### src/levaut_pkg.sv
`default_nettype none
// ----------------------------------------------------------------------------
// levaut_pkg
// Shared widths, codes and controller/datapath types for the Levenshtein
// automaton step core.
// ----------------------------------------------------------------------------
package levaut_pkg;

	localparam int PATTERN_MAX_DEF = 16;
	localparam int SYMBOL_BITS_DEF = 16;

	localparam int CMD_BITS       = 2;
	localparam int POS_BITS       = 4;
	localparam int SYM_PORT_BITS  = 16;
	localparam int DIST_BITS      = 4;
	localparam int MAXD_BITS      = 3;
	localparam int PLEN_BITS      = 5;
	localparam int CFG_INDEX_BITS = 1;
	localparam int CFG_DATA_BITS  = 5;

	// stored cost of a dead position
	localparam logic [DIST_BITS-1:0] ROW_DEAD = 4'hF;

	localparam logic [MAXD_BITS-1:0] MAXD_RESET = 3'd1;

	typedef enum logic [CMD_BITS-1:0] {
		CMD_LOAD  = 2'd0,
		CMD_START = 2'd1,
		CMD_STEP  = 2'd2
	} cmd_t;

	typedef enum logic [CFG_INDEX_BITS-1:0] {
		CFG_MAX_DISTANCE   = 1'b0,
		CFG_PATTERN_LENGTH = 1'b1
	} cfg_index_t;

	typedef enum logic [1:0] {
		ST_IDLE,
		ST_SWEEP,
		ST_FINISH
	} state_t;

	// controller -> datapath
	typedef struct packed {
		logic capture;   // word accepted: latch it, write pattern on load
		logic sweep;     // one row position is processed this cycle
		logic load_out;  // move sweep status into the output register
	} ctrl_cmd_t;

	// datapath -> controller
	typedef struct packed {
		logic out_free;  // output register can take a word this cycle
	} dp_status_t;

endpackage
`default_nettype wire

### src/levaut_if.sv
`default_nettype none
// ----------------------------------------------------------------------------
// levaut_in_if / levaut_out_if
// Valid/ready channels for command words and result words.
// ----------------------------------------------------------------------------
interface levaut_in_if;
	logic                                   valid;
	logic                                   ready;
	logic [levaut_pkg::CMD_BITS-1:0]        cmd;
	logic [levaut_pkg::POS_BITS-1:0]        position;
	logic [levaut_pkg::SYM_PORT_BITS-1:0]   symbol;

	modport source (output valid, cmd, position, symbol, input ready);
	modport sink   (input valid, cmd, position, symbol, output ready);
endinterface

interface levaut_out_if;
	logic                                   valid;
	logic                                   ready;
	logic                                   is_match;
	logic                                   can_match;
	logic [levaut_pkg::DIST_BITS-1:0]       distance;

	modport source (output valid, is_match, can_match, distance, input ready);
	modport sink   (input valid, is_match, can_match, distance, output ready);
endinterface
`default_nettype wire

### src/levaut_ram.sv
`default_nettype none
// ----------------------------------------------------------------------------
// levaut_ram
// Generic single-write, single-read RAM with registered read data.
// ----------------------------------------------------------------------------
module levaut_ram #(
	parameter int WIDTH = 16,
	parameter int DEPTH = 16,
	localparam int AW = (DEPTH > 1) ? $clog2(DEPTH) : 1
) (
	input  wire logic             clk,
	input  wire logic             we,
	input  wire logic [AW-1:0]    waddr,
	input  wire logic [WIDTH-1:0] wdata,
	input  wire logic             re,
	input  wire logic [AW-1:0]    raddr,
	output logic      [WIDTH-1:0] rdata
);

	logic [WIDTH-1:0] mem_q [DEPTH];

	always_ff @(posedge clk) begin
		if (we) begin
			mem_q[waddr] <= wdata;
		end
		if (re) begin
			rdata <= mem_q[raddr];
		end
	end

endmodule
`default_nettype wire

### src/levaut_ctrl.sv
`default_nettype none
// ----------------------------------------------------------------------------
// levaut_ctrl
// Sequencer: accepts a word, sweeps the cost row one position per cycle,
// then hands the status to the output register.
// ----------------------------------------------------------------------------
module levaut_ctrl #(
	parameter int PATTERN_MAX = levaut_pkg::PATTERN_MAX_DEF,
	localparam int KW = $clog2(PATTERN_MAX + 1)
) (
	input  wire logic                   clk,
	input  wire logic                   arst_n,
	input  wire logic                   item_valid,
	output logic                        item_ready,
	input  wire levaut_pkg::dp_status_t status,
	output levaut_pkg::ctrl_cmd_t       cmd,
	output logic [KW-1:0]               k
);

	localparam logic [KW-1:0] K_LAST = KW'(PATTERN_MAX);

	levaut_pkg::state_t state_q, state_n;
	logic [KW-1:0]      k_q;

	always_comb begin
		state_n = state_q;
		unique case (state_q)
			levaut_pkg::ST_IDLE: begin
				if (item_valid) state_n = levaut_pkg::ST_SWEEP;
			end
			levaut_pkg::ST_SWEEP: begin
				if (k_q == K_LAST) state_n = levaut_pkg::ST_FINISH;
			end
			levaut_pkg::ST_FINISH: begin
				if (status.out_free) state_n = levaut_pkg::ST_IDLE;
			end
			default: state_n = levaut_pkg::ST_IDLE;
		endcase
	end

	always_comb begin
		item_ready   = 1'b0;
		cmd.capture  = 1'b0;
		cmd.sweep    = 1'b0;
		cmd.load_out = 1'b0;
		unique case (state_q)
			levaut_pkg::ST_IDLE: begin
				item_ready  = 1'b1;
				cmd.capture = item_valid;
			end
			levaut_pkg::ST_SWEEP: begin
				cmd.sweep = 1'b1;
			end
			levaut_pkg::ST_FINISH: begin
				cmd.load_out = status.out_free;
			end
			default: ;
		endcase
	end

	always_ff @(posedge clk or negedge arst_n) begin
		if (!arst_n) begin
			state_q <= levaut_pkg::ST_IDLE;
			k_q     <= '0;
		end else begin
			state_q <= state_n;
			if (state_q == levaut_pkg::ST_SWEEP && k_q != K_LAST) begin
				k_q <= k_q + KW'(1);
			end else begin
				k_q <= '0;
			end
		end
	end

	assign k = k_q;

	a_sweep_ends: assert property (@(posedge clk) disable iff (!arst_n)
		(state_q == levaut_pkg::ST_SWEEP && k_q == K_LAST) |=> state_q == levaut_pkg::ST_FINISH)
		else $error("sweep did not end after the last row position");

	a_out_to_idle: assert property (@(posedge clk) disable iff (!arst_n)
		cmd.load_out |=> state_q == levaut_pkg::ST_IDLE)
		else $error("controller not idle after result hand-off");

	a_k_parked: assert property (@(posedge clk) disable iff (!arst_n)
		state_q != levaut_pkg::ST_SWEEP |-> k_q == '0)
		else $error("position counter not parked outside a sweep");

endmodule
`default_nettype wire

### src/levaut_dp.sv
`default_nettype none
// ----------------------------------------------------------------------------
// levaut_dp
// Datapath: config registers, pattern RAM, circular cost row and the
// per-position Levenshtein update, live tracking and output register.
// ----------------------------------------------------------------------------
module levaut_dp #(
	parameter int PATTERN_MAX = levaut_pkg::PATTERN_MAX_DEF,
	parameter int SYMBOL_BITS = levaut_pkg::SYMBOL_BITS_DEF,
	localparam int KW = $clog2(PATTERN_MAX + 1)
) (
	input  wire logic                                    clk,
	input  wire logic                                    arst_n,
	input  wire levaut_pkg::ctrl_cmd_t                   cmd,
	input  wire logic [KW-1:0]                           k,
	input  wire logic [levaut_pkg::CMD_BITS-1:0]         item_cmd,
	input  wire logic [levaut_pkg::POS_BITS-1:0]         item_position,
	input  wire logic [levaut_pkg::SYM_PORT_BITS-1:0]    item_symbol,
	input  wire logic                                    cfg_wen,
	input  wire logic [levaut_pkg::CFG_INDEX_BITS-1:0]   cfg_index,
	input  wire logic [levaut_pkg::CFG_DATA_BITS-1:0]    cfg_data,
	levaut_out_if.source                                 result,
	output levaut_pkg::dp_status_t                       status
);

	localparam int N  = PATTERN_MAX + 1;
	localparam int PA = (PATTERN_MAX > 1) ? $clog2(PATTERN_MAX) : 1;
	localparam int DB = levaut_pkg::DIST_BITS;
	localparam int XW = (KW > DB) ? KW : DB;
	localparam int CW = (KW > levaut_pkg::PLEN_BITS) ? KW : levaut_pkg::PLEN_BITS;

	// config
	logic [levaut_pkg::MAXD_BITS-1:0] max_distance_q;
	logic [levaut_pkg::PLEN_BITS-1:0] pattern_length_q;

	always_ff @(posedge clk or negedge arst_n) begin
		if (!arst_n) begin
			max_distance_q   <= levaut_pkg::MAXD_RESET;
			pattern_length_q <= '0;
		end else if (cfg_wen) begin
			unique case (levaut_pkg::cfg_index_t'(cfg_index))
				levaut_pkg::CFG_MAX_DISTANCE:
					max_distance_q <= cfg_data[levaut_pkg::MAXD_BITS-1:0];
				levaut_pkg::CFG_PATTERN_LENGTH:
					pattern_length_q <= cfg_data[levaut_pkg::PLEN_BITS-1:0];
				default: ;
			endcase
		end
	end

	// effective length, clipped to PATTERN_MAX
	logic [CW-1:0] plen_w;
	logic [KW-1:0] len;
	assign plen_w = CW'(pattern_length_q);
	assign len    = (plen_w > CW'(PATTERN_MAX)) ? KW'(PATTERN_MAX) : KW'(plen_w);

	// latched word
	logic [levaut_pkg::CMD_BITS-1:0] cmd_q;
	logic [SYMBOL_BITS-1:0]          sym_q;

	always_ff @(posedge clk) begin
		if (cmd.capture) begin
			cmd_q <= item_cmd;
			sym_q <= SYMBOL_BITS'(item_symbol);
		end
	end

	// pattern store; read address runs one position ahead of its use
	logic                   ram_we;
	logic [PA-1:0]          ram_raddr;
	logic [SYMBOL_BITS-1:0] ram_rdata;

	assign ram_we = cmd.capture && (item_cmd == levaut_pkg::CMD_LOAD)
		&& (8'(item_position) < 8'(PATTERN_MAX));
	assign ram_raddr = (k < KW'(PATTERN_MAX)) ? PA'(k) : '0;

	levaut_ram #(
		.WIDTH (SYMBOL_BITS),
		.DEPTH (PATTERN_MAX)
	) u_pattern (
		.clk   (clk),
		.we    (ram_we),
		.waddr (PA'(item_position)),
		.wdata (SYMBOL_BITS'(item_symbol)),
		.re    (cmd.sweep),
		.raddr (ram_raddr),
		.rdata (ram_rdata)
	);

	// cost row as a rotating shift line: head is position k during the sweep
	logic [DB-1:0] row_q [N];
	logic [DB-1:0] prev_cur_q, nxt_prev_q;
	logic          any_q, match_q;
	logic [DB-1:0] dist_q;

	logic [DB-1:0] m4, dead, head, cur, a_sub, b_ins, c_del, cand, nv, w;
	logic          k_le_len, k_eq_len, live, neq;

	assign m4       = DB'(max_distance_q);
	assign dead     = m4 + DB'(1);
	assign head     = row_q[0];
	assign cur      = (head > dead) ? dead : head;
	assign k_le_len = (k <= len);
	assign k_eq_len = (k == len);
	assign neq      = (ram_rdata != sym_q);

	always_comb begin
		a_sub = prev_cur_q + (neq ? DB'(1) : DB'(0));
		b_ins = nxt_prev_q + DB'(1);
		c_del = cur + DB'(1);
		cand  = (c_del < dead) ? c_del : dead;
		if (k != '0) begin
			if (a_sub < cand) cand = a_sub;
			if (b_ins < cand) cand = b_ins;
		end
	end

	always_comb begin
		nv = dead;
		w  = head;
		unique case (cmd_q)
			levaut_pkg::CMD_STEP: begin
				nv = k_le_len ? cand : dead;
				w  = (k_le_len && nv <= m4) ? nv : levaut_pkg::ROW_DEAD;
			end
			levaut_pkg::CMD_START: begin
				w = (k_le_len && XW'(k) <= XW'(max_distance_q)) ? DB'(k)
					: levaut_pkg::ROW_DEAD;
			end
			default: w = head;  // load and no-op keep the row
		endcase
	end

	assign live = k_le_len && (w <= m4);

	always_ff @(posedge clk or negedge arst_n) begin
		if (!arst_n) begin
			for (int j = 0; j < N; j++) row_q[j] <= levaut_pkg::ROW_DEAD;
		end else if (cmd.sweep) begin
			for (int j = 0; j < N - 1; j++) row_q[j] <= row_q[j+1];
			row_q[N-1] <= w;
		end
	end

	always_ff @(posedge clk) begin
		if (cmd.sweep) begin
			prev_cur_q <= cur;
			nxt_prev_q <= nv;
			if (k == '0) begin
				any_q   <= live;
				dist_q  <= live ? w : dead;
				match_q <= k_eq_len && live;
			end else begin
				if (live) begin
					any_q  <= 1'b1;
					dist_q <= w;
				end
				if (k_eq_len) match_q <= live;
			end
		end
	end

	// output register
	logic          out_valid_q;
	logic          is_match_q, can_match_q;
	logic [DB-1:0] distance_q;

	always_ff @(posedge clk or negedge arst_n) begin
		if (!arst_n) begin
			out_valid_q <= 1'b0;
		end else if (cmd.load_out) begin
			out_valid_q <= 1'b1;
		end else if (result.ready) begin
			out_valid_q <= 1'b0;
		end
	end

	always_ff @(posedge clk) begin
		if (cmd.load_out) begin
			is_match_q  <= match_q;
			can_match_q <= any_q;
			distance_q  <= dist_q;
		end
	end

	assign result.valid     = out_valid_q;
	assign result.is_match  = is_match_q;
	assign result.can_match = can_match_q;
	assign result.distance  = distance_q;
	assign status.out_free  = !out_valid_q || result.ready;

	a_load_sets_valid: assert property (@(posedge clk) disable iff (!arst_n)
		cmd.load_out |=> out_valid_q)
		else $error("result word not presented after hand-off");

	a_match_is_live: assert property (@(posedge clk) disable iff (!arst_n)
		(out_valid_q && is_match_q) |-> can_match_q)
		else $error("match reported with no live position");

endmodule
`default_nettype wire

### src/levenshtein_automaton_step_core.sv
`default_nettype none
// ----------------------------------------------------------------------------
// levenshtein_automaton_step_core
// Levenshtein automaton for one stored pattern: load / start / step words,
// one status word (match, can-match, distance) back for every command word.
// ----------------------------------------------------------------------------
//   channel  dir  handshake        payload
//   item     in   valid/ready      cmd[1:0] position[3:0] symbol[15:0]
//   result   out  valid/ready      is_match can_match distance[3:0]
//   cfg      in   cfg_wen          cfg_index[0] cfg_data[4:0]
//
// Sequence: each word is accepted, then the cost row is swept serially one
//   position at a time, then the status is handed to the output register.
//   The serial sweep over the rotating row and the single pattern RAM read
//   port set how long a word takes; a new word is taken only when idle.
// Reset: cost row all dead, max_distance = 1, pattern_length = 0, no result
//   pending. Pattern RAM is not cleared; unwritten entries read as garbage.
// Stalls: a finished result waits in the output register while the next word
//   is accepted; the core only holds at the end of a sweep if that register
//   is still full.
// ----------------------------------------------------------------------------
module levenshtein_automaton_step_core #(
	parameter int PATTERN_MAX = levaut_pkg::PATTERN_MAX_DEF,
	parameter int SYMBOL_BITS = levaut_pkg::SYMBOL_BITS_DEF
) (
	input  wire logic                                  clk,
	input  wire logic                                  arst_n,
	levaut_in_if.sink                                  item,
	levaut_out_if.source                               result,
	input  wire logic                                  cfg_wen,
	input  wire logic [levaut_pkg::CFG_INDEX_BITS-1:0] cfg_index,
	input  wire logic [levaut_pkg::CFG_DATA_BITS-1:0]  cfg_data
);

	localparam int KW = $clog2(PATTERN_MAX + 1);

	levaut_pkg::ctrl_cmd_t  ctl_cmd;
	levaut_pkg::dp_status_t dp_status;
	logic [KW-1:0]          row_pos;   // row position under the sweep
	logic                   ready_w;

	levaut_ctrl #(
		.PATTERN_MAX (PATTERN_MAX)
	) u_ctrl (
		.clk        (clk),
		.arst_n     (arst_n),
		.item_valid (item.valid),
		.item_ready (ready_w),
		.status     (dp_status),
		.cmd        (ctl_cmd),
		.k          (row_pos)
	);

	assign item.ready = ready_w;

	levaut_dp #(
		.PATTERN_MAX (PATTERN_MAX),
		.SYMBOL_BITS (SYMBOL_BITS)
	) u_dp (
		.clk           (clk),
		.arst_n        (arst_n),
		.cmd           (ctl_cmd),
		.k             (row_pos),
		.item_cmd      (item.cmd),
		.item_position (item.position),
		.item_symbol   (item.symbol),
		.cfg_wen       (cfg_wen),
		.cfg_index     (cfg_index),
		.cfg_data      (cfg_data),
		.result        (result),
		.status        (dp_status)
	);

endmodule
`default_nettype wire
### src/flat_wrapper.sv
// flat-port wrapper written by rule: the top's interface ports become plain ports
module levenshtein_automaton_step_core_flat 
#(
	parameter int PATTERN_MAX = levaut_pkg::PATTERN_MAX_DEF,
	parameter int SYMBOL_BITS = levaut_pkg::SYMBOL_BITS_DEF
)
  (clk, arst_n, cfg_wen, cfg_index, cfg_data, item_valid, item_cmd, item_position, item_symbol, item_ready, result_valid, result_is_match, result_can_match, result_distance, result_ready);
  levaut_in_if item_i ();
  levaut_out_if result_i ();
  input  wire logic clk;
  input  wire logic arst_n;
  input  wire logic cfg_wen;
  input  wire logic [levaut_pkg::CFG_INDEX_BITS-1:0] cfg_index;
  input  wire logic [levaut_pkg::CFG_DATA_BITS-1:0] cfg_data;
  input wire logic [$bits(item_i.valid)-1:0] item_valid;
  input wire logic [$bits(item_i.cmd)-1:0] item_cmd;
  input wire logic [$bits(item_i.position)-1:0] item_position;
  input wire logic [$bits(item_i.symbol)-1:0] item_symbol;
  output wire logic [$bits(item_i.ready)-1:0] item_ready;
  output wire logic [$bits(result_i.valid)-1:0] result_valid;
  output wire logic [$bits(result_i.is_match)-1:0] result_is_match;
  output wire logic [$bits(result_i.can_match)-1:0] result_can_match;
  output wire logic [$bits(result_i.distance)-1:0] result_distance;
  input wire logic [$bits(result_i.ready)-1:0] result_ready;
  assign item_i.valid = item_valid;
  assign item_i.cmd = item_cmd;
  assign item_i.position = item_position;
  assign item_i.symbol = item_symbol;
  assign item_ready = item_i.ready;
  assign result_valid = result_i.valid;
  assign result_is_match = result_i.is_match;
  assign result_can_match = result_i.can_match;
  assign result_distance = result_i.distance;
  assign result_i.ready = result_ready;
  levenshtein_automaton_step_core #(.PATTERN_MAX(PATTERN_MAX), .SYMBOL_BITS(SYMBOL_BITS)) u_core (.clk(clk), .arst_n(arst_n), .item(item_i), .result(result_i), .cfg_wen(cfg_wen), .cfg_index(cfg_index), .cfg_data(cfg_data));
endmodule
### config.mk
export PLATFORM = sky130hd
export DESIGN_NAME = levenshtein_automaton_step_core_flat
export DESIGN_NICKNAME = d
export VERILOG_FILES = /design/src/levaut_pkg.sv /design/src/levaut_if.sv /design/src/levaut_ram.sv /design/src/levaut_ctrl.sv /design/src/levaut_dp.sv /design/src/levenshtein_automaton_step_core.sv /design/src/flat_wrapper.sv
export SDC_FILE = /design/constraint.sdc
export NUM_CORES = 1
export LEC_CHECK = 0
export ABC_CLOCK_PERIOD_IN_PS = 11340
export BUFFER_PORTS_ARGS = -buffer_cell sky130_fd_sc_hd__buf_2
export CORE_MARGIN = 1
export CORE_UTILIZATION = 50
export CTS_CLUSTER_SIZE = 24
export DETAILED_ROUTE_END_ITERATION = 12
export PLACE_DENSITY = 0.71
export REMOVE_ABC_BUFFERS = 1
export SLEW_MARGIN = 10
export SYNTH_ARGS = -nofsm -noshare
export SYNTH_HDL_FRONTEND = slang
export SYNTH_SLANG_ARGS = --single-unit
### constraint.sdc
create_clock -name clk -period 11.34 [get_ports clk]
set_clock_uncertainty 0.1 [all_clocks]
set_input_delay 2.268 -clock clk [delete_from_list [all_inputs] [get_ports clk]]
set_output_delay 2.268 -clock clk [all_outputs]
set_load 0.02 [all_outputs]
; Word-level counts from Yosys, hierarchy flattened
; Memories as Yosys holds them, arrays and structs flattened. A register that Yosys moved wholly into a read port is not among the register bits.
; Index checks and enable logic that the tools add are counted.
[totals]
ram_bits = 256
romBits = 0
out_inout_bits = 8
in_bits = 33
regBits = 122
memories = 1
latchBits = 0
elab_cells = 114
[op_classes]
bitwise_logic = 1
magnitude_cmp = 10
n_mux = 34
n_reduce_logical = 20
n_addsub = 5
mul = 0
div = 0
n_shift = 0
eq_ne = 11
[memory_table]
columns = name, words, word_bits, read_ports, rd_ports_with_merged_regs, wr, line
row1 = u_core.u_dp.u_pattern.mem_q, 16, 16, 1, 1, 1, levaut_ram.sv:20  ; logic [WIDTH-1:0] mem_q [DEPTH];
[ops]
columns = cell, count
row1 = two-way mux 4 bit, 14
row2 = != test 16 bit, 1
row3 = two-way mux 1 bit, 13
row4 = < comparator 4 bit, 3
row5 = two-way mux 5 bit, 2
row6 = adder 4 x 1 -> 4 bit (second input constant), 2
row7 = <= comparator 4 x 3 -> 1 bit, 2
row8 = case mux 4 bit (2 select lines), 1
row9 = AND reduction 2 bit, 4
row10 = logical AND 1 bit, 6
row11 = two-way mux 2 bit, 3
row12 = != test 2 bit (second input constant), 3
row13 = case mux 2 bit (3 select lines), 1
row14 = nonzero test 2 bit, 3
row15 = adder 5 x 1 -> 5 bit (second input constant), 1
row16 = equality test 5 bit, 1
row17 = equality test 5 bit (second input constant), 1
row18 = greater-than comparator 5 bit (second input constant), 1
row19 = <= comparator 5 x 3 -> 1 bit, 1
row20 = <= comparator 5 bit, 1
row21 = logical NOT 5 bit, 1
row22 = < comparator 5 bit (second input constant), 1
row23 = != test 5 bit (second input constant), 1
row24 = nonzero test 5 bit, 1
row25 = other kinds (10), 13

; Longest topological paths before layout
; Gate-level depths: netlist of the first run.
[depth]
ltp_word = 21
ltp_mapped = 48
depth_no_buf = 48

; Modules after synthesis
; Synthesis of the first run repeated with hierarchy kept, for this count alone.
[hier_totals]
hier_cells = 930
area_unflattened_um2 = 16519.6
[modules_own_cells]
columns = module, seq_area_each_um2, area_each_um2, instances, cells_per_inst
row1 = levaut_ram, 8167.8, 10203.5, 1, 432
row2 = levaut_dp, 3154.3, 5957.0, 1, 464
row3 = levaut_ctrl, 175.2, 359.1, 1, 34

; Worst setup path before layout of the first run
; No wires, ideal clock.
[synth_path]
path_kind = register to register
startpoint = reg u_core.u_dp.max_distance_q[0] in the netlist's numbering
endpoint = reg u_core.u_dp.dist_q[0] (data pin)
path_slack_ns = 2.069
setup_ns = 0.154
path_buffers = 0
required_ns = 11.086
arrival_ns = 9.017
path_stages_with_launch = 48
period_less_slack_ns = 9.271
path_cell_list = dfstp_2 inv_1 nor3_1 inv_1 ha_1 a31o_4 or3_4 nand3_1 ha_1 xor2_1 ha_1 a21o_1 a21oi_1 nor2b_1 or2_4 mux2i_1 ha_1 o21ai_0 [12 not listed] o2111a_1 a211oi_1 ha_1 a211oi_1 o211ai_1 a221o_1 a21o_1 o22ai_1 a31oi_1 ha_1 nor2b_1 o21a_1 o21ai_0 and2_1 a21bo_2 nand2_1 mux2_2 a31oi_1
[synth_between]
elab_chain_cells = 21
word_cells_on_any_way = 25
cone_classes = add/sub (2) / order compare (7) / mux (13) / reduce/logical (3)
[synth_rtl]
columns = element, line
row1 = from (decl), levaut_dp.sv:33  ; logic [levaut_pkg::MAXD_BITS-1:0] max_distance_q;
row2 = from (signal assigned), levaut_dp.sv:38  ; max_distance_q <= levaut_pkg::MAXD_RESET;
row3 = from (signal assigned), levaut_dp.sv:43  ; max_distance_q <= cfg_data[levaut_pkg::MAXD_BITS-1:0];
row4 = adder 3 x 1 -> 4 bit (*), levaut_dp.sv:100  ; assign dead = m4 + DB'(1);
row5 = greater-than comparator 4 bit, levaut_dp.sv:102  ; assign cur = (head > dead) ? dead : head;
row6 = two-way mux 4 bit (*), levaut_dp.sv:102
row7 = via u_core.u_dp.cur[0], levaut_dp.sv:96  ; logic [DB-1:0] m4, dead, head, cur, a_sub, b_ins, c_del, cand, nv, w;
row8 = adder 4 x 1 -> 4 bit (*), levaut_dp.sv:110  ; c_del = cur + DB'(1);
row9 = < comparator 4 bit, levaut_dp.sv:111  ; cand = (c_del < dead) ? c_del : dead;
row10 = two-way mux 4 bit (*), levaut_dp.sv:111
row11 = < comparator 4 bit, levaut_dp.sv:113  ; if (a_sub < cand) cand = a_sub;
row12 = [7 not listed], n/a
row13 = logical AND 1 bit, levaut_dp.sv:124  ; w = (k_le_len && nv <= m4) ? nv : levaut_pkg::ROW_DEAD;
row14 = two-way mux 4 bit (*), levaut_dp.sv:124
row15 = case mux 4 bit (2 select lines) (*), levaut_dp.sv:121  ; unique case (cmd_q)
row16 = via u_core.u_dp.w[1], levaut_dp.sv:96
row17 = <= comparator 4 x 3 -> 1 bit (*), levaut_dp.sv:134  ; assign live = k_le_len && (w <= m4);
row18 = logical AND 1 bit (*), levaut_dp.sv:134
row19 = two-way mux 4 bit (*), levaut_dp.sv:151  ; dist_q <= live ? w : dead;
row20 = two-way mux 4 bit (*), levaut_dp.sv:149  ; if (k == '0) begin
row21 = to (signal assigned), levaut_dp.sv:151
row22 = to (signal assigned), levaut_dp.sv:156  ; dist_q <= w;
row23 = to (decl), levaut_dp.sv:94  ; logic [DB-1:0] dist_q;
; Mark *: on every way through the listed nets, which the timed path passes. The rest lies on a longest branch. The select of a mux whose other input is x is not followed.
; A chain may end at the register's enable or synchronous reset.

; Final worst setup path of the first run
; Ends and elaborated chain as after synthesis.

==> flow_metrics.py, run 1 <==
metrics = {
    "die": {
        "core_um2": 32900,
        "io_pins": 41,
        "row_count": 66,
        "die_h_um": 186,
        "initial_core_util_pct": 51.4,
        "fp.dieArea_um2": 34500,
        "die_x_um": 186,
    },
    "worst_setup_path": {
        "slowest_delay_ns": 0.65,
        "reg2reg_to": "u_core.u_dp.dist_q[0]",
        "crit_top_cell": "ha_1",
        "crit_slowest_cell": "dfstp_2",
        "r2r_start": "u_core.u_dp.max_distance_q[0]",
        "r2r_cells": 47,
        "r2r_slack_ns": 0.69,
        "path_max_fanout": 9,
        "critPathLaunchType": "flop",
        "cp-end-kind": "flop",
        "crit_type": "flop to flop",
        "cp.required_ns": 11.63,
        "cp.arrival_ns": 10.94,
        "worstSetupStartpoint": "u_core.u_dp.max_distance_q[0]",
    },
    "place": {
        "place_ws_ns": 0.763,
        "hpwl_um": 21200,
        "gp_congestion": 0.850,
        "numPortBuffers": 40,
    },
    "yosys": {
        "synth-seq-cells": 394,
        "synthTopCellsByCount": "edfxtp_1, nand2_1, o21ai_0, a21oi_1, dfstp_2",
        "synthSimpleGateAreaFrac_pct": 9.08,
        "synth_top_area_cell": "edfxtp_1",
        "avgSynthCellArea_um2": 13.3,
        "syn_inst": 1274,
        "yosysSeqAreaShare_pct": 68.1,
        "synthArstFlopShare_pct": 21.3,
        "muxShareOfSynthArea_pct": 7.00,
        "synth_compound_area_share_pct": 9.46,
        "netlist.area_leader.share_pct": 55.1,
        "synth.cell_area_um2": 16900,
        "synth-adder-area-share_pct": 2.74,
        "ys.flop_type": "edfxtp_1",
        "synth.distinct_cells": 63,
        "synth_top_family_by_area": "compound AO/OA/AOI/OAI gates",
        "ys_top_cells_by_area": "edfxtp_1, dfstp_2, nand2_1",
        "ys_warn_count": 0,
        "synth-xor-area-share_pct": 1.58,
        "synth_most_common_cell": "edfxtp_1",
        "synth-edff-count": 310,
    },
    "drt": {
        "vias": 10300,
        "drt_wl_total_um": 36300,
        "via_per_inst": 5.77,
        "final_antenna_net_count": 0,
        "wire_per_inst_um": 20.3,
        "drtIter0Drc": 892,
        "first_pass_iters": 6,
        "route.detailed.drc": 0,
    },
    "pwr": {
        "peakVddDrop_mv": 0.218,
        "power_mw": 5.41,
        "power.density_nw_per_um2": 285,
        "leakage_nw": 7.06,
    },
    "layout": {
        "area_delta_synth_final_pct": 12.5,
        "layout.nets": 1388,
        "insertedDiodeCount": 0,
        "fill_cells": 2671,
        "layout-drive-gt1-share_pct": 20.2,
    },
    "clocking": {
        "cts.path.max_buffers": 3,
        "cts_made_buffers": 41,
        "cts_setup_buffers": 0,
        "ctsRootBufferMaster": "clkbuf_16",
        "clk-insertion-delay-late_ns": 0.55,
        "clock_sink_count": 394,
        "cts.clk_slew.worst_paths_ns": 0.06,
        "htreeDepth": 2,
        "hold_buffers": 0,
        "cts_resized": 0,
        "tritoncts": "built",
    },
    "global_routing": {
        "grt_pass1_vias": 10100,
        "grt_max_degree": 85,
        "antenna_found_initial": 0,
        "grt_usage_pct": 21.6,
        "grt_pass1_wl_um": 56500,
        "overflow": 0,
    },
    "status": {
        "status": "finished clean",
    },
    "timing": {
        "drv_slew": 0,
        "max_freq_mhz": 93.9,
        "post-route-period-util_pct": 93.9,
        "relSlewSlack_pct": 27.7,
        "worstMarginPinSlew_ns": 1.08,
        "period_minus_slack_ns": 10.65,
        "finalHoldViolations": 0,
        "final.setup.worst_slack_ns": 0.688,
        "tns_ns": 0,
        "setup_violations": 0,
        "rsz0062_at_grt": "false",
    },
    "run": {
        "cap_viol_max_count": 0,
    },
    "hold_path": {
        "holdPathEnd": "u_core.u_dp.result.distance[3]",
        "min_path_type": "flop to flop",
        "hold_depth": 0,
        "min_from": "u_core.u_dp.dist_q[3]",
    },
}
## worst max-delay path, delay by kind of cell, from the launching register on
family | cells | cell delay [ns]
xor+xnor | 1 | 0.26
fa+ha+maj | 7 | 1.99
simple gates | 16 | 2.85
flops | 1 | 0.65
buf+inv | 2 | 0.32
compound gates | 18 | 3.41
mux | 3 | 0.91
## sequential cells by signal (all words and copies together) (netlist names), 5 cells and up
register                      flops
u_core.u_ctrl.k                   5
u_core.u_dp.u_pattern.rdata      16
u_core.u_dp.row_q                64
u_core.u_dp.sym_q                16
u_core.u_dp.u_pattern.mem_q     256
u_core.u_dp.pattern_length_q      5
## final cells by class
type	instances	area, um2	share of cell area, %
clock buffers	58	1130	5.94
repair buffers	67	405	2.13
multi-input cells	787	5100	26.8
inverters	27	103	0.540
clock inverters	17	211	1.11
well taps	442	553	2.91
flip-flops and latches	394	11500	60.5
## cells by family (layout without fill, tap and decap cells)
| family | after synthesis | in the layout |
|---|---|---|
| DFF | 394 | 394 |
| muxes | 111 | 111 |
| buffers and inverters | 93 | 169 |
| and+or+nand+nor | 355 | 355 |
| xor gates and xnor gates | 28 | 28 |
| AOI/OAI and AO/OA | 256 | 256 |
| adders and majority gates | 37 | 37 |
## per-stage QoR
step / instances / hold WS (ns) / utilization (%) / area [um2]
3_3_place_gp: 1717 / 0.310 / 53.7 / 17700
2_1_floorplan: 1208 / 0.300 / - / 16600
6_report: 1792 / 0.326 / 57.8 / 19000
3_5_place_dp: 1717 / 0.311 / 53.7 / 17700
4_1_cts: 1792 / 0.329 / 57.8 / 19000
5_1_grt: 1792 / 0.332 / 57.8 / 19000
## worst max path at each step
stage / endpoint / cells after the start
6_report: u_core.u_dp.dist_q[0] / 47
5_1_grt: u_core.u_dp.dist_q[0] / 47
3_3_place_gp: u_core.u_dp.dist_q[0] / 47
3_5_place_dp: u_core.u_dp.dist_q[0] / 47
2_1_floorplan: u_core.u_dp.dist_q[0] / 47
4_1_cts: u_core.u_dp.dist_q[0] / 47
## report_power, final
part           internal, mW  switching [mW]  leakage (nW)  total (mW)
clock                 0.790           0.542         0.645        1.33
combinational         0.796            1.24          2.69        2.04
sequential             1.89           0.155          3.73        2.04
## per-layer routing
| layer | up-vias | track usage, % | wire, um |
|---|---|---|---|
| li1 | 4795 | - | - |
| met1 | 5145 | 29.7 | 15700 |
| met2 | 338 | 35.8 | 17600 |
| met3 | 66 | 2.90 | 2140 |
| met4 | 0 | 6.89 | 852 |
| met5 | - | 0 | 0 |
## cell usage in the layout (no fill, tap or decap), types with 4 or more instances in the layout
cell type and count:
edfxtp_1 310, nand2_1 229, o21ai_0 82, a21oi_1 80, dfstp_2 69, mux2_2 57, mux2i_1 54, clkbuf_16 42
buf_2 39, ha_1 37, nand3_1 36, nor2_1 33, buf_4 28, inv_1 24, xor2_1 21, a22oi_1 17
a221oi_1 16, o221ai_1 16, clkbuf_1 13, dfrtp_1 13, nand2b_1 11, nor2b_1 10, clkinv_1 8, xnor2_1 5
a21o_1 5, nor4_1 5, a31oi_1 4, and2_1 4, o21a_1 4, bufinv_16 4
Note: power is estimated with default switching activity, not from simulation.
==> run 2, diff against run 1 <==
Settings changed: CTS_BUF_LIST set to sky130_fd_sc_hd__clkbuf_4 sky130_fd_sc_hd__clkbuf_8, SLEW_MARGIN 10 to 25.
==> flow_metrics.py, run 2 (synthesis results as in run 1) <==
metrics = {
    "drt": {
        "via_per_inst": 5.74,
        "drt_wl_total_um": 36900,
        "first_pass_iters": 6,
        "final_antenna_net_count": 0,
        "vias": 10500,
        "drtIter0Drc": 802,
        "route.detailed.drc": 0,
        "wire_per_inst_um": 20.1,
    },
    "worst_setup_path": {
        "worstSetupStartpoint": "u_core.u_dp.max_distance_q[0]",
        "cp-end-kind": "flop",
        "crit_type": "flop to flop",
        "crit_top_cell": "ha_1",
        "r2r_start": "u_core.u_dp.max_distance_q[0]",
        "path_max_fanout": 9,
        "cp.arrival_ns": 10.84,
        "critPathLaunchType": "flop",
        "slowest_delay_ns": 0.64,
        "cp.required_ns": 11.68,
        "r2r_slack_ns": 0.84,
        "crit_slowest_cell": "dfstp_2",
    },
    "layout": {
        "largest_reg_flops": 256,
        "layout-drive-gt1-share_pct": 23.7,
        "largest-register": "u_core.u_dp.u_pattern.mem_q",
        "post-route-util_pct": 57.8,
        "final_common_cell": "edfxtp_1",
        "layout_common_cells": "edfxtp_1, nand2_1, o21ai_0, a21oi_1, clkbuf_8",
        "layout.nets": 1414,
        "fill_cells": 2679,
        "area_delta_synth_final_pct": 12.5,
        "insertedDiodeCount": 0,
        "top_regs": "u_core.u_dp.u_pattern.mem_q: 256 flops, u_core.u_dp.row_q: 64 flops",
    },
    "timing": {
        "post-route-period-util_pct": 92.6,
        "worstMarginPinSlew_ns": 1.05,
        "rsz0062_at_grt": "false",
        "tns_ns": 0,
        "relSlewSlack_pct": 29.5,
        "setup_violations": 0,
        "drv_slew": 0,
        "holdWs_ns": 0.326,
        "max_freq_mhz": 95.2,
        "finalHoldViolations": 0,
        "period_minus_slack_ns": 10.50,
    },
    "place": {
        "gp_congestion": 0.850,
        "numPortBuffers": 40,
        "hpwl_um": 21300,
    },
    "hold_path": {
        "min_from": "u_core.u_dp.dist_q[3]",
        "min_path_type": "flop to flop",
    },
    "die": {
        "fp.dieArea_um2": 34500,
        "core_um2": 32900,
        "die_x_um": 186,
        "die_h_um": 186,
        "row_count": 66,
        "io_pins": 41,
        "initial_core_util_pct": 51.4,
    },
    "run": {
        "cap_viol_max_count": 0,
    },
    "pwr": {
        "power.density_nw_per_um2": 280,
        "leakage_nw": 7.12,
        "power_mw": 5.32,
        "peakVddDrop_mv": 0.170,
    },
    "global_routing": {
        "overflow": 0,
        "grt_usage_pct": 22.2,
        "antenna_found_initial": 0,
        "grtUsageMet3_pct": 4.09,
        "top_usage_layer": "met2",
        "met2_usage_pct": 36.7,
        "grt_pass1_wl_um": 57500,
        "grt_pass1_vias": 10400,
        "grt_max_degree": 85,
        "grt_util_met1_pct": 29.6,
    },
    "clocking": {
        "clk-insertion-delay-late_ns": 0.60,
        "htreeDepth": 3,
        "clock_sink_count": 394,
        "tritoncts": "built",
        "cts.path.max_buffers": 3,
        "cts_made_buffers": 66,
        "ctsRootBufferMaster": "clkbuf_8",
        "cts.clk_slew.worst_paths_ns": 0.06,
    },
    "status": {
        "status": "finished clean",
    },
}
## run 2: worst paths after layout
check                                                  to  cells past startpoint
min                        u_core.u_dp.result.distance[3]                      0
min in group asynchronous        u_core.u_dp.result.valid                      1
max                                 u_core.u_dp.dist_q[0]                     47
max reg2reg                         u_core.u_dp.dist_q[0]                     47
max in group asynchronous           u_core.u_dp.row_q[54]                      2
min reg2reg                u_core.u_dp.result.distance[3]                      0
## run 2: final cells by class
cell class,instances,area (um2),share of cell area [%]
multi-input cells,787,5090,26.8
clock buffers,95,1150,6.06
flip-flops and latches,394,11500,60.5
clock inverters,22,168,0.882
well taps,442,553,2.91
inverters,27,103,0.540
repair buffers,68,433,2.28
## run 2: power breakdown
part | switching (mW) | internal [mW] | total (mW)
clock network | 0.559 | 0.685 | 1.24
logic | 1.24 | 0.798 | 2.04
registers | 0.155 | 1.89 | 2.04
## run 2: metal layers
metal,vias to the layer above,share of wire (%)
met5,-,0
met4,0,2.3
met3,59,5.9
met2,345,49
met1,5287,43
li1,4848,-
## run 2: critical path: cells and delay by family (launching register included)
| kind | cells | cell delay [ns] |
|---|---|---|
| compound gates | 18 | 3.27 |
| xor+xnor | 1 | 0.26 |
| fa+ha+maj | 7 | 1.99 |
| buf+inv | 2 | 0.33 |
| flops | 1 | 0.64 |
| mux | 3 | 0.92 |
| simple gates | 16 | 2.83 |
## run 2: metrics by stage
step                cell area (um2)  cells  setup slack (ns)
global route                  19000   1835            0.0990
global placement              17700   1717             0.975
CTS                           19000   1835             0.802
finish                        19000   1835             0.838
detailed placement            17700   1718             0.829
floorplan                     16600   1208              2.06
## run 2: repair_timing
item / CTS / global route
hold buffers: 0 / 0
gates resized for setup: 0 / 1
buffers inserted: 0 / 0
endpoints found under the setup margin: 0 / 1
==> run 3, diff against run 2 <==
==> constraint.sdc (replaced) <==
create_clock -name clk -period 11.34 [get_ports clk]
set_clock_uncertainty 0.1 [all_clocks]
set_input_delay 0.567 -clock clk [delete_from_list [all_inputs] [get_ports clk]]
set_output_delay 0.567 -clock clk [all_outputs]
set_load 0.02 [all_outputs]
==> flow_metrics.py, run 3 (synthesis results as in run 1) <==
metrics = {
    "status": {
        "status": "finished clean",
    },
    "clocking": {
        "cts_setup_buffers": 0,
        "cts.clk_slew.worst_paths_ns": 0.06,
        "htreeDepth": 3,
        "clk-insertion-delay-late_ns": 0.60,
        "cts_made_buffers": 66,
        "cts.path.max_buffers": 3,
        "tritoncts": "built",
        "clock_sink_count": 394,
        "ctsRootBufferMaster": "clkbuf_8",
    },
    "die": {
        "fp.dieArea_um2": 34500,
        "die_x_um": 186,
        "die_h_um": 186,
        "io_pins": 41,
        "initial_core_util_pct": 51.4,
        "core_um2": 32900,
        "row_count": 66,
    },
    "timing": {
        "rsz0062_at_grt": "false",
        "worstMarginPinSlew_ns": 1.00,
        "post-route-period-util_pct": 92.5,
        "finalHoldViolations": 0,
        "final.setup.worst_slack_ns": 0.847,
        "max_freq_mhz": 95.3,
        "drv_slew": 0,
        "tns_ns": 0,
        "setup_violations": 0,
        "relSlewSlack_pct": 32.8,
        "period_minus_slack_ns": 10.49,
    },
    "global_routing": {
        "grt_usage_pct": 22.2,
        "antenna_found_initial": 0,
        "grt_pass1_vias": 10400,
        "grt_max_degree": 85,
        "grt_pass1_wl_um": 57500,
        "overflow": 0,
    },
    "hold_path": {
        "min_path_type": "input pin to flop",
    },
    "layout": {
        "fill_cells": 2678,
        "insertedDiodeCount": 0,
        "fin_cells": 1836,
        "final_cell_area_um2": 19000,
        "area_delta_synth_final_pct": 12.6,
        "layout.nets": 1415,
        "final_common_cell": "edfxtp_1",
        "post-route-util_pct": 57.9,
        "layout-drive-gt1-share_pct": 23.7,
        "top_regs": "u_core.u_dp.u_pattern.mem_q: 256 flops, u_core.u_dp.row_q: 64 flops",
        "largest-register": "u_core.u_dp.u_pattern.mem_q",
        "layout_common_cells": "edfxtp_1, nand2_1, o21ai_0, a21oi_1, clkbuf_8",
        "largest_reg_flops": 256,
    },
    "worst_setup_path": {
        "crit_slowest_cell": "dfstp_2",
        "cp-end-kind": "flop",
        "path_max_fanout": 9,
        "crit_type": "flop to flop",
        "cp.arrival_ns": 10.83,
        "cp.required_ns": 11.68,
        "critPathLaunchType": "flop",
        "crit_top_cell": "ha_1",
        "slowest_delay_ns": 0.64,
    },
    "drt": {
        "drt_wl_total_um": 36800,
        "first_pass_iters": 5,
        "final_antenna_net_count": 0,
        "drtIter0Drc": 800,
        "via_per_inst": 5.71,
        "route.detailed.drc": 0,
        "wire_per_inst_um": 20.1,
        "vias": 10500,
    },
    "place": {
        "gp_congestion": 0.850,
        "hpwl_um": 21300,
        "place_ws_ns": 0.829,
        "numPortBuffers": 40,
        "dpl_cell_area_um2": 17700,
        "dp_cells": 1718,
    },
    "pwr": {
        "power.density_nw_per_um2": 280,
        "peakVddDrop_mv": 0.171,
        "leakage_nw": 7.13,
    },
    "run": {
        "cap_viol_max_count": 0,
    },
}
==> run 3: changes by cell type in the layout (fill, tap and decap cells not counted) <==
cell and change:
dlygate4sd3_1 +1
==> run 3: final timing paths <==
kind	depth (start not counted)	slack, ns	from	endpoint
setup / recovery	47	0.85	u_core.u_dp.max_distance_q[0]	u_core.u_dp.dist_q[0]
hold / removal	1	0.07	item_cmd[0]	u_core.u_dp.cmd_q[0]
setup reg to reg	47	0.85	u_core.u_dp.max_distance_q[0]	u_core.u_dp.dist_q[0]
hold reg to reg	0	0.32	u_core.u_dp.dist_q[3]	u_core.u_dp.result.distance[3]
max in group asynchronous	3	10.11	arst_n	u_core.u_dp.row_q[54]
min in group asynchronous	2	0.38	arst_n	u_core.u_dp.result.valid
==> run 3: worst max-delay path: cells and delay by family (launching register included) <==
family	cells	cell delay, ns
AO/OA/AOI/OAI	19	3.55
XOR/XNOR	1	0.26
adder cells (fa/ha/maj)	7	1.97
buffers and inverters	2	0.32
flip-flops	1	0.64
multiplexers	3	0.91
AND/OR/NAND/NOR	15	2.55
==> run 3: stage by stage <==
stage / hold slack, ns / power, mW
finish: 0.0742 / 5.32
detailed placement: 0.312 / 4.09
CTS: 0.0360 / 5.35
floorplan: 0.171 / 3.51
global placement: 0.310 / 4.05
global route: 0.0368 / 5.68
==> run 3: what timing repair did <==
action | 4_1_cts | 5_1_grt
endpoints found under the hold margin | 2 | 0
setup endpoints to repair | 0 | 1
resized for setup | 0 | 1
hold buffers | 1 | 0
==> run 3: power breakdown <==
| part | switching (mW) | internal, mW | leakage [nW] |
|---|---|---|---|
| Combinational | 1.23 | 0.797 | 2.70 |
| Clock | 0.560 | 0.685 | 0.697 |
| Sequential | 0.155 | 1.89 | 3.73 |
| Total | 1.95 | 3.37 | 7.13 |
==> run 3: final cells by class <==
| type | instances | area [um2] | share of cell area [%] |
|---|---|---|---|
| inverters | 27 | 103 | 0.540 |
| multi-input cells | 787 | 5090 | 26.8 |
| clock inverters | 22 | 168 | 0.882 |
| clock buffers | 95 | 1150 | 6.05 |
| repair buffers | 69 | 443 | 2.33 |
| well taps | 442 | 553 | 2.91 |
| flip-flops and latches | 394 | 11500 | 60.5 |
==> run 3: layer usage <==
metal,vias up,global-route usage [%],wire [um]
li1,4855,-,-
met1,5257,29.6,16200
met2,311,36.7,17900
met3,55,4.09,1950
met4,0,7.15,794
met5,-,0,0
